[src/rtl/core/kpd_pkg.sv]
`default_nettype none
// ----------------------------------------------------------------------------
// kpd_pkg
// Shared types and constants for the keypad debouncer with auto-repeat.
// ----------------------------------------------------------------------------
package kpd_pkg;

  localparam int NUM_ROWS   = 4;
  localparam int ROW_W      = (NUM_ROWS > 1) ? $clog2(NUM_ROWS) : 1;
  localparam int KEY_W      = 8;
  localparam int ROW_USED_W = 3;
  localparam int CMD_W      = 2;
  localparam int CFG_IDX_W  = 2;
  localparam int CFG_DATA_W = 8;

  typedef enum logic [CMD_W-1:0] {
    CMD_SCAN  = 2'd0,
    CMD_SHORT = 2'd1,
    CMD_LONG  = 2'd2
  } cmd_t;

  typedef enum logic [CFG_IDX_W-1:0] {
    CFG_REPEAT_KEYS  = 2'd0,
    CFG_FIRST_DELAY  = 2'd1,
    CFG_REPEAT_PER   = 2'd2
  } cfg_idx_t;

  localparam logic [KEY_W-1:0] RST_REPEAT_KEYS = 8'd255;
  localparam logic [KEY_W-1:0] RST_FIRST_DELAY = 8'd50;
  localparam logic [KEY_W-1:0] RST_REPEAT_PER  = 8'd20;

  typedef struct packed {
    logic [KEY_W-1:0] repeat_keys;
    logic [KEY_W-1:0] first_delay;
    logic [KEY_W-1:0] repeat_per;
  } cfg_t;

  typedef struct packed {
    logic [KEY_W-1:0] debounced;
    logic [KEY_W-1:0] cnt_lo;
    logic [KEY_W-1:0] cnt_hi;
    logic [KEY_W-1:0] timer;
    logic [KEY_W-1:0] press;
    logic [KEY_W-1:0] rpt;
  } row_state_t;

endpackage
`default_nettype wire

[src/rtl/core/kpd_row_update.sv]
`default_nettype none
// ----------------------------------------------------------------------------
// kpd_row_update
// Next state and answer for one row: vertical-counter debounce, press and
// repeat flags, repeat timer, short and long queries.
// ----------------------------------------------------------------------------
module kpd_row_update (
  input  wire logic [kpd_pkg::CMD_W-1:0] cmd,
  input  wire logic [kpd_pkg::KEY_W-1:0] raw_keys,
  input  wire logic [kpd_pkg::KEY_W-1:0] query_mask,
  input  wire kpd_pkg::cfg_t             cfg,
  input  wire kpd_pkg::row_state_t       cur,
  output kpd_pkg::row_state_t            nxt,
  output logic [kpd_pkg::KEY_W-1:0]      key_bits,
  output logic                           is_scan
);

  logic [kpd_pkg::KEY_W-1:0] diff;
  logic [kpd_pkg::KEY_W-1:0] lo_n;
  logic [kpd_pkg::KEY_W-1:0] hi_n;
  logic [kpd_pkg::KEY_W-1:0] toggle;
  logic [kpd_pkg::KEY_W-1:0] deb_n;
  logic [kpd_pkg::KEY_W-1:0] held;
  logic [kpd_pkg::KEY_W-1:0] tmr_a;
  logic [kpd_pkg::KEY_W-1:0] tmr_d;
  logic [kpd_pkg::KEY_W-1:0] got;

  assign diff   = cur.debounced ^ raw_keys;
  assign lo_n   = ~(cur.cnt_lo & diff);
  assign hi_n   = lo_n ^ (cur.cnt_hi & diff);
  assign toggle = diff & lo_n & hi_n;
  assign deb_n  = cur.debounced ^ toggle;
  assign held   = deb_n & cfg.repeat_keys;
  assign tmr_a  = (held == '0) ? cfg.first_delay : cur.timer;
  assign tmr_d  = tmr_a - 8'd1;
  assign got    = cur.rpt & query_mask;

  always_comb begin
    nxt      = cur;
    key_bits = '0;
    is_scan  = 1'b0;
    case (kpd_pkg::cmd_t'(cmd))
      kpd_pkg::CMD_SCAN: begin
        is_scan       = 1'b1;
        nxt.cnt_lo    = lo_n;
        nxt.cnt_hi    = hi_n;
        nxt.debounced = deb_n;
        nxt.press     = cur.press | (deb_n & toggle);
        if (tmr_d == '0) begin
          nxt.timer = cfg.repeat_per;
          nxt.rpt   = cur.rpt | held;
        end else begin
          nxt.timer = tmr_d;
        end
        key_bits = deb_n;
      end
      kpd_pkg::CMD_SHORT: begin
        key_bits = cur.press & ~cur.debounced & query_mask;
      end
      kpd_pkg::CMD_LONG: begin
        nxt.rpt  = cur.rpt ^ got;
        key_bits = cur.press & got;
      end
      default: begin
        key_bits = '0;
      end
    endcase
  end

endmodule
`default_nettype wire

[src/rtl/core/keypad_debounce_repeat.sv]
`default_nettype none
// ----------------------------------------------------------------------------
// keypad_debounce_repeat
// Multi-row 8-key debouncer with press latching and auto-repeat.
// ----------------------------------------------------------------------------
// Throughput: one word per cycle while out_stall does not hold a full pipe;
// input register, one pass of row logic on the current row's state
// registers, result register.
// Reset: synchronous, clears all row state, the row index and the valid flags
// of both stages; the repeat registers return to 255, 50 and 20.
module keypad_debounce_repeat (
  input  wire logic                            clk,
  input  wire logic                            rst_n,
  input  wire logic                            cfg_we,
  input  wire logic [kpd_pkg::CFG_IDX_W-1:0]   cfg_index,
  input  wire logic [kpd_pkg::CFG_DATA_W-1:0]  cfg_wdata,
  input  wire logic                            in_valid,
  output logic                                 in_stall,
  input  wire logic [kpd_pkg::CMD_W-1:0]       in_cmd,
  input  wire logic [kpd_pkg::KEY_W-1:0]       in_raw_keys,
  input  wire logic [kpd_pkg::KEY_W-1:0]       in_query_mask,
  output logic                                 out_valid,
  input  wire logic                            out_stall,
  output logic [kpd_pkg::KEY_W-1:0]            out_key_bits,
  output logic [kpd_pkg::ROW_USED_W-1:0]       out_row_used
);

  kpd_pkg::cfg_t                 cfg_r;
  kpd_pkg::row_state_t           rows_r [kpd_pkg::NUM_ROWS];
  logic [kpd_pkg::ROW_W-1:0]     row_r;
  logic [kpd_pkg::ROW_W-1:0]     row_nxt;

  logic                          s1_valid_r;
  logic [kpd_pkg::CMD_W-1:0]     s1_cmd_r;
  logic [kpd_pkg::KEY_W-1:0]     s1_raw_r;
  logic [kpd_pkg::KEY_W-1:0]     s1_mask_r;

  logic                          out_valid_r;
  logic [kpd_pkg::KEY_W-1:0]     out_bits_r;
  logic [kpd_pkg::ROW_W-1:0]     out_row_r;

  logic                          s1_go;
  logic                          s1_fire;
  logic                          in_fire;
  kpd_pkg::row_state_t           row_cur;
  kpd_pkg::row_state_t           row_new;
  logic [kpd_pkg::KEY_W-1:0]     bits_new;
  logic                          scan_new;

  assign s1_go    = ~out_valid_r | ~out_stall;
  assign s1_fire  = s1_valid_r & s1_go;
  assign in_stall = s1_valid_r & ~s1_go;
  assign in_fire  = in_valid & ~in_stall;
  assign row_cur  = rows_r[row_r];

  kpd_row_update u_row (
    .cmd        (s1_cmd_r),
    .raw_keys   (s1_raw_r),
    .query_mask (s1_mask_r),
    .cfg        (cfg_r),
    .cur        (row_cur),
    .nxt        (row_new),
    .key_bits   (bits_new),
    .is_scan    (scan_new)
  );

  always_comb begin
    row_nxt = row_r;
    if (s1_fire && scan_new) begin
      if (row_r == kpd_pkg::ROW_W'(kpd_pkg::NUM_ROWS - 1)) begin
        row_nxt = '0;
      end else begin
        row_nxt = row_r + 1'b1;
      end
    end
  end

  always_ff @(posedge clk) begin
    if (!rst_n) begin
      cfg_r.repeat_keys <= kpd_pkg::RST_REPEAT_KEYS;
      cfg_r.first_delay <= kpd_pkg::RST_FIRST_DELAY;
      cfg_r.repeat_per  <= kpd_pkg::RST_REPEAT_PER;
    end else if (cfg_we) begin
      case (kpd_pkg::cfg_idx_t'(cfg_index))
        kpd_pkg::CFG_REPEAT_KEYS: cfg_r.repeat_keys <= cfg_wdata;
        kpd_pkg::CFG_FIRST_DELAY: cfg_r.first_delay <= cfg_wdata;
        kpd_pkg::CFG_REPEAT_PER:  cfg_r.repeat_per  <= cfg_wdata;
        default: begin
        end
      endcase
    end
  end

  always_ff @(posedge clk) begin
    if (!rst_n) begin
      for (int i = 0; i < kpd_pkg::NUM_ROWS; i++) begin
        rows_r[i] <= '0;
      end
      row_r <= '0;
    end else begin
      if (s1_fire) begin
        rows_r[row_r] <= row_new;
      end
      row_r <= row_nxt;
    end
  end

  always_ff @(posedge clk) begin
    if (!rst_n) begin
      s1_valid_r <= 1'b0;
    end else if (!in_stall) begin
      s1_valid_r <= in_valid;
    end
  end

  always_ff @(posedge clk) begin
    if (in_fire) begin
      s1_cmd_r  <= in_cmd;
      s1_raw_r  <= in_raw_keys;
      s1_mask_r <= in_query_mask;
    end
  end

  always_ff @(posedge clk) begin
    if (!rst_n) begin
      out_valid_r <= 1'b0;
    end else if (s1_go) begin
      out_valid_r <= s1_valid_r;
    end
  end

  always_ff @(posedge clk) begin
    if (s1_fire) begin
      out_bits_r <= bits_new;
      out_row_r  <= row_r;
    end
  end

  assign out_valid    = out_valid_r;
  assign out_key_bits = out_bits_r;
  assign out_row_used = kpd_pkg::ROW_USED_W'(out_row_r);

  a_row_range: assert property (@(posedge clk) disable iff (!rst_n)
    row_r <= kpd_pkg::ROW_W'(kpd_pkg::NUM_ROWS - 1))
    else $error("row index out of range");

  a_query_keeps_row: assert property (@(posedge clk) disable iff (!rst_n)
    s1_fire && !scan_new |=> $stable(row_r))
    else $error("query moved the row index");

  a_fire_gives_result: assert property (@(posedge clk) disable iff (!rst_n)
    s1_fire |=> out_valid_r && out_row_r == $past(row_r))
    else $error("result word lost or wrong row");

  a_stall_only_when_full: assert property (@(posedge clk) disable iff (!rst_n)
    in_stall |-> s1_valid_r && out_valid_r)
    else $error("input stalled with room in the pipe");

endmodule
`default_nettype wire
[config.mk]
export PLATFORM = sky130hd
export DESIGN_NAME = keypad_debounce_repeat
export DESIGN_NICKNAME = d
export VERILOG_FILES = /design/src/rtl/core/kpd_pkg.sv /design/src/rtl/core/kpd_row_update.sv /design/src/rtl/core/keypad_debounce_repeat.sv
export SDC_FILE = /design/constraint.sdc
export NUM_CORES = 1
export LEC_CHECK = 0
export BUFFER_PORTS_ARGS = -buffer_cell sky130_fd_sc_hd__buf_2
export CAP_MARGIN = 0
export CORE_MARGIN = 2
export CORE_UTILIZATION = 30
export CTS_BUF_LIST = sky130_fd_sc_hd__clkbuf_16
export DETAILED_ROUTE_END_ITERATION = 10
export HOLD_SLACK_MARGIN = 0.15
export MAX_ROUTING_LAYER = met4
export SYNTH_ARGS = -nofsm -noshare
export SYNTH_HDL_FRONTEND = slang
export SYNTH_HIERARCHICAL = 1
export SYNTH_SLANG_ARGS = --single-unit
export TNS_END_PERCENT = 1
[constraint.sdc]
create_clock -name clk -period 5.1 [get_ports clk]
set_input_delay 0.51 -clock clk [delete_from_list [all_inputs] [get_ports clk]]
set_output_delay 0.51 -clock clk [all_outputs]
set_load 0.005 [all_outputs]
Word level (Yosys, flattened, before mapping)
Memories as Yosys holds them, arrays and structs flattened. A register that Yosys moved wholly into a read port is not among the register bits.
Index checks and enable logic that the tools add are counted.
{"block": "op_classes", "addsub": 2, "n_eq_ne": 5, "n_mux": 17, "bitwise": 26, "reduce_logical": 9}
{"cell": "AND 8 bit", "n": 10}
{"cell": "two-way mux 48 bit", "n": 1}
{"cell": "OR reduction 48 bit", "n": 1}
{"cell": "two-way mux 40 bit", "n": 1}
{"cell": "XOR 8 bit", "n": 4}
{"cell": "two-way mux 8 bit", "n": 3}
{"cell": "one-hot mux 8 bit (3 select lines)", "n": 1}
{"cell": "logical NOT 8 bit", "n": 2}
{"cell": "inverter 8 bit", "n": 2}
{"cell": "OR 8 bit", "n": 2}
{"cell": "one-hot mux 8 bit (2 select lines)", "n": 1}
{"cell": "two-way mux 2 bit", "n": 4}
{"cell": "subtractor 8 x 1 -> 8 bit, second input constant", "n": 1}
{"cell": "equality test 2 bit, second input constant", "n": 3}
{"cell": "two-way mux 1 bit", "n": 6}
{"cell": "AND reduction 2 bit", "n": 3}
{"cell": "equality test 2 x 1 -> 1 bit, second input constant", "n": 2}
{"cell": "logical NOT 2 bit", "n": 2}
{"cell": "inverter 1 bit", "n": 4}
{"cell": "AND 1 bit", "n": 3}
{"cell": "adder 2 x 1 -> 2 bit, second input constant", "n": 1}
{"cell": "logical AND 1 bit", "n": 1}
{"cell": "OR 1 bit", "n": 1}
{"block": "word_totals", "register_bits": 56, "ram_bits": 192, "input_bits": 33, "output_inout_bits": 13, "wordCells": 71, "memories": 1}
{"name": "rows_r", "depth": 4, "word_bits": 48, "rd": 1, "rd_clocked_by_memory_dff": 1, "wr": 4, "line_no": "keypad_debounce_repeat.sv:29", "source": "kpd_pkg::row_state_t rows_r [kpd_pkg::NUM_ROWS];"}

Logic depth before layout (Yosys ltp)
{"block": "depth", "ltp_word": 14, "ltp_mapped": 20, "mapped_depth_nobuf": 16}

Hierarchy
Netlist, hierarchy kept.
{"mod": "keypad_debounce_repeat", "n_inst": 1, "cells_per_inst": 626, "area_per_inst_um2": 10242.3}
{"mod": "kpd_row_update", "n_inst": 1, "cells_per_inst": 270, "area_per_inst_um2": 1661.6}

Least setup slack after synthesis
OpenSTA, ideal clock, no wires.
{"block": "synth_path", "path_kind": "register to register", "start": "register (tool-made name)", "end": "memory rows_r[3][1] (netlist name) (data pin)", "t_arrival_ns": 4.423, "path_slack_ns": 0.544, "stages_incl_launch_ff": 20, "path_cell_list": "dfxtp_1 -> buf_2 -> mux4_2 -> xnor2_1 -> nor3_1 -> ha_1 -> nor2b_1 -> nor4_1 -> nand2_1 -> buf_2 -> mux2i_1 -> ha_1 -> clkbuf_1 -> o41ai_1 -> nand3_1 -> mux2i_4 -> and2_1 -> buf_2 -> a22o_1 -> and3_1"}
{"item": "end: declaration", "line_no": "keypad_debounce_repeat.sv:29"}

==> tab_implementation.tex <==
\begin{tabular}{lr}
\hline
Metric & Value \\
\hline
\multicolumn{2}{l}{\textbf{Die}} \\
Area enclosed by the die boundary & approximately 0.041 sq mm \\
Top-Level Pins & 46 \\
Initial Util & just over 30\% \\
Cell row count & between 70 and 80 \\
Height of the die & 203.2 microns \\
Width of the chip & around 200 microns \\
Core ar. & roughly 0.039 sq mm \\
\multicolumn{2}{l}{\textbf{Drt}} \\
Residual antenna-violating net count after detailed routing & 0 \\
Drt total wl & around 30000 microns \\
Ratio of routed vias to standard cells & 4.986 \\
Via count of the routed design & about 7500 \\
Mean routed wirelength per cell & between 15 and 20 microns \\
Detailed-routing iteration count for the pre-antenna-repair pass & 5 \\
DR iter-0 viols & 551 \\
Drt drc & 0 \\
\multicolumn{2}{l}{\textbf{Placed design}} \\
\# port buffers & between 40 and 50 \\
Post-Place Setup Slack & 103.5 ps \\
HPWL after DPL & around 18000 microns \\
Global placer's final weighted congestion & around 0.8 \\
\multicolumn{2}{l}{\textbf{CTS}} \\
CTS tree & done \\
TritonCTS Buffers & 27 \\
Sink count of the clock tree & 250 \\
Clock transition at the registers of the reported paths & 60 ps \\
Buffer depth of the longest clock path & 3 \\
Root Buffer Master & clkbuf\_16 \\
Clk\_lat worst skew & about 530 ps \\
Number of H-tree levels & 1 \\
\multicolumn{2}{l}{\textbf{Logic synthesis}} \\
Proportion of synthesized chip area in sequential cells & just over 60\% \\
Instance count of the mapped netlist & approximately 900 \\
Post-synthesis area per instance & approximately 13 sq um \\
Synth unique cells & between 50 and 60 \\
Async set or reset register ratio after synthesis & 0\% \\
Top area cells in the synthesized netlist & edfxtp\_1 55\%, mux4\_2 9.1\%, and2\_1 7.7\% \\
Number of synthesized flops with an enable pin & 220 \\
Dominant cell type by area after synthesis & edfxtp\_1 \\
Yosys warnings & 6 \\
Prevailing post-synth register cell & edfxtp\_1 \\
Most common cell in the netlist & edfxtp\_1 \\
Portion of synthesized cell area occupied by the leading cell type & about 55\% \\
Most used standard cells in the synthesized netlist & 220 x edfxtp\_1, 146 x and2\_1, 62 x nand2\_1 \\
Mapped cell area & between 0.01 and 0.015 sq mm \\
Synthesis-stage register bit count & 250 \\
Net count of the mapped netlist & 940 \\
\multicolumn{2}{l}{\textbf{Cells and area}} \\
Number of antenna diodes & 0 \\
Number of nets in the layout & roughly 1000 \\
Fillcell total & between 3000 and 4000 \\
Share of final-layout standard cells stronger than drive strength 1 & approximately 20\% \\
Layout-stage area growth over the synthesis result & 16.67\% \\
Share of the core filled with cells & 35.69\% \\
\multicolumn{2}{l}{\textbf{STA}} \\
Remaining max-slew budget at the tightest pin & around a quarter \\
Shortest clock period the worst path allows after layout & roughly 4800 ps \\
Clock skew after layout & slightly above 10 ps \\
Setup-failing EPs final & 0 \\
Final worst-path setup slack & roughly 330 ps \\
TNS Setup & 0 ps \\
Hold Fails Final Rpt & 0 \\
Setup repair after global routing missed its margin & no \\
Achievable Freq & 0.2098 GHz \\
Transition time at the pin with the least slew margin & between 1000 and 1500 ps \\
Ratio of final minimum period to clock period & between 90\% and 100\% \\
Slew Limit Fails & 0 \\
\multicolumn{2}{l}{\textbf{Global route}} \\
GR Util All Layers & between 10 and 15\% \\
Number of global-route vias before repair & between 7000 and 8000 \\
Initial antenna violation count & 0 \\
Maximum number of pins on one net before global-route repair & 58 \\
Wire length of the first global-routing pass & about 45000 microns \\
Sum of overflow across all layers after global routing & 0 \\
\multicolumn{2}{l}{\textbf{Critical path}} \\
Class of the most critical setup path & reg -> reg \\
Peak fanout along the critical path & 9 \\
Startpoint Class & flip-flop \\
Crit path required time & between 5000 and 6000 ps \\
Data arrival time of the critical path & around 5200 ps \\
Crit end category & flip-flop \\
\multicolumn{2}{l}{\textbf{Job}} \\
Number of max-cap violations & 0 \\
\multicolumn{2}{l}{\textbf{Power}} \\
Total power consumption of the routed design & around 4.8 mW \\
Max IR drop VDD & between 200 and 250 uV \\
Power per Cell Area & about 350 mW/mm\^{}2 \\
Leakage power & 5.311 nW \\
\multicolumn{2}{l}{\textbf{Outcome}} \\
Result of the run & complete, no violations \\
\multicolumn{2}{l}{\textbf{Worst hold path}} \\
Path class of the lowest-slack min-delay path & in -> reg \\
\hline
\end{tabular}
==> repair_timing <==
item	in CTS	in global routing
resized for setup	0	2
setup endpoints to repair	0	56
hold endpoints to repair	13	0
hold buffers	13	0
setup buffers	0	6
==> worst paths after layout <==
| kind | from | to | slack, ps | cells after the start |
|---|---|---|---|---|
| setup / recovery | flip-flop | rows_r[3][7] | 330 | 17 |
| hold reg to reg | cfg_r[6] | cfg_r[6] | 480 | 2 |
| hold / removal | in_query_mask[0] | s1_mask_r[0] | 170 | 1 |
| setup reg to reg | flip-flop | rows_r[3][7] | 330 | 17 |
==> routing by layer <==
metal | vias up | GRT usage, % | share of wire (%)
met5 | - | - | 0
met4 | 0 | 3.545 | 1.9
met3 | 40 | 1.726 | 4.0
met2 | 186 | 24.79 | 51
met1 | 3792 | 18.84 | 44
li1 | 3471 | - | -
==> critical path, stage by stage, from the launching register on <==
cell     delay (ps)
dfxtp_4         390
buf_12          140
mux4_2          550
xnor2_1         260
nor3_1          110
ha_1            390
nor2b_1         110
nor4_2          380
nand2_1         200
mux2i_1         180
ha_1            310
o41ai_1         380
nand3_1         170
mux2i_4         300
and2_1          230
buf_12          140
a22o_1          210
and3_1          180
==> per-stage QoR <==
step,cells,hold slack (ps),cell area [sq um]
after floorplan,896,432.6,11900
after global placement,1434,458.5,12790
after detailed placement,1434,470.7,12790
after CTS,1496,151.7,13820
after global routing,1502,152.1,13890
final,1502,169.4,13890
==> final cells by class <==
type / instances / area, sq um / share of cell area, %
tap: 518 / 648.1 / 4.667
sequential: 250 / 7212 / 51.93
timing repair buffer: 99 / 719.4 / 5.180
clock inverter: 22 / 227.7 / 1.640
inverter: 17 / 63.81 / 0.4595
multi-input combinational: 569 / 4342 / 31.26
clock buffer: 27 / 675.6 / 4.865
==> sequential cells by signal, indices dropped and copies added, names as in the netlist, named ones only <==
| name | count |
|---|---|
| out_row_r | 2 |
| s1_mask_r | 8 |
| s1_cmd_r | 2 |
| s1_raw_r | 8 |
| row_r | 2 |
| rows_r | 192 |
| cfg_r | 24 |
| out_valid | 1 |
| out_key_bits | 8 |
| s1_valid_r | 1 |
==> power by group <==
| group | leakage [nW] | internal, mW | switching, mW |
|---|---|---|---|
| clock network | 0.460 | 1.21 | 0.781 |
| logic | 2.34 | 0.189 | 0.290 |
| registers | 2.51 | 2.32 | 0.0389 |
==> kinds of logic after synthesis <==
kind of cell             Yosys count  synth area share (%)
XOR/XNOR                          16                 1.177
AO/OA/AOI/OAI                     99                 5.518
buffers and inverters             77                 3.143
flip-flops                       250                 60.54
AND/OR/NAND/NOR                  375                 17.62
other                              1               0.03150
multiplexers                      67                 10.82
adder cells (fa/ha/maj)           11                 1.156
==> cell usage in the layout, fill, tap and decap left out, drive strengths merged, types with 24 or more instances in the layout <==
cell | Yosys | final
and2 | 146 | 146
and3 | 50 | 50
buf | 25 | 86
clkbuf | 35 | 27
dfxtp | 30 | 30
edfxtp | 220 | 220
mux4 | 48 | 48
nand2 | 62 | 62
nand3 | 24 | 24
nor2 | 32 | 32
o21ai | 32 | 32
Power figures use the tool's default switching activity.
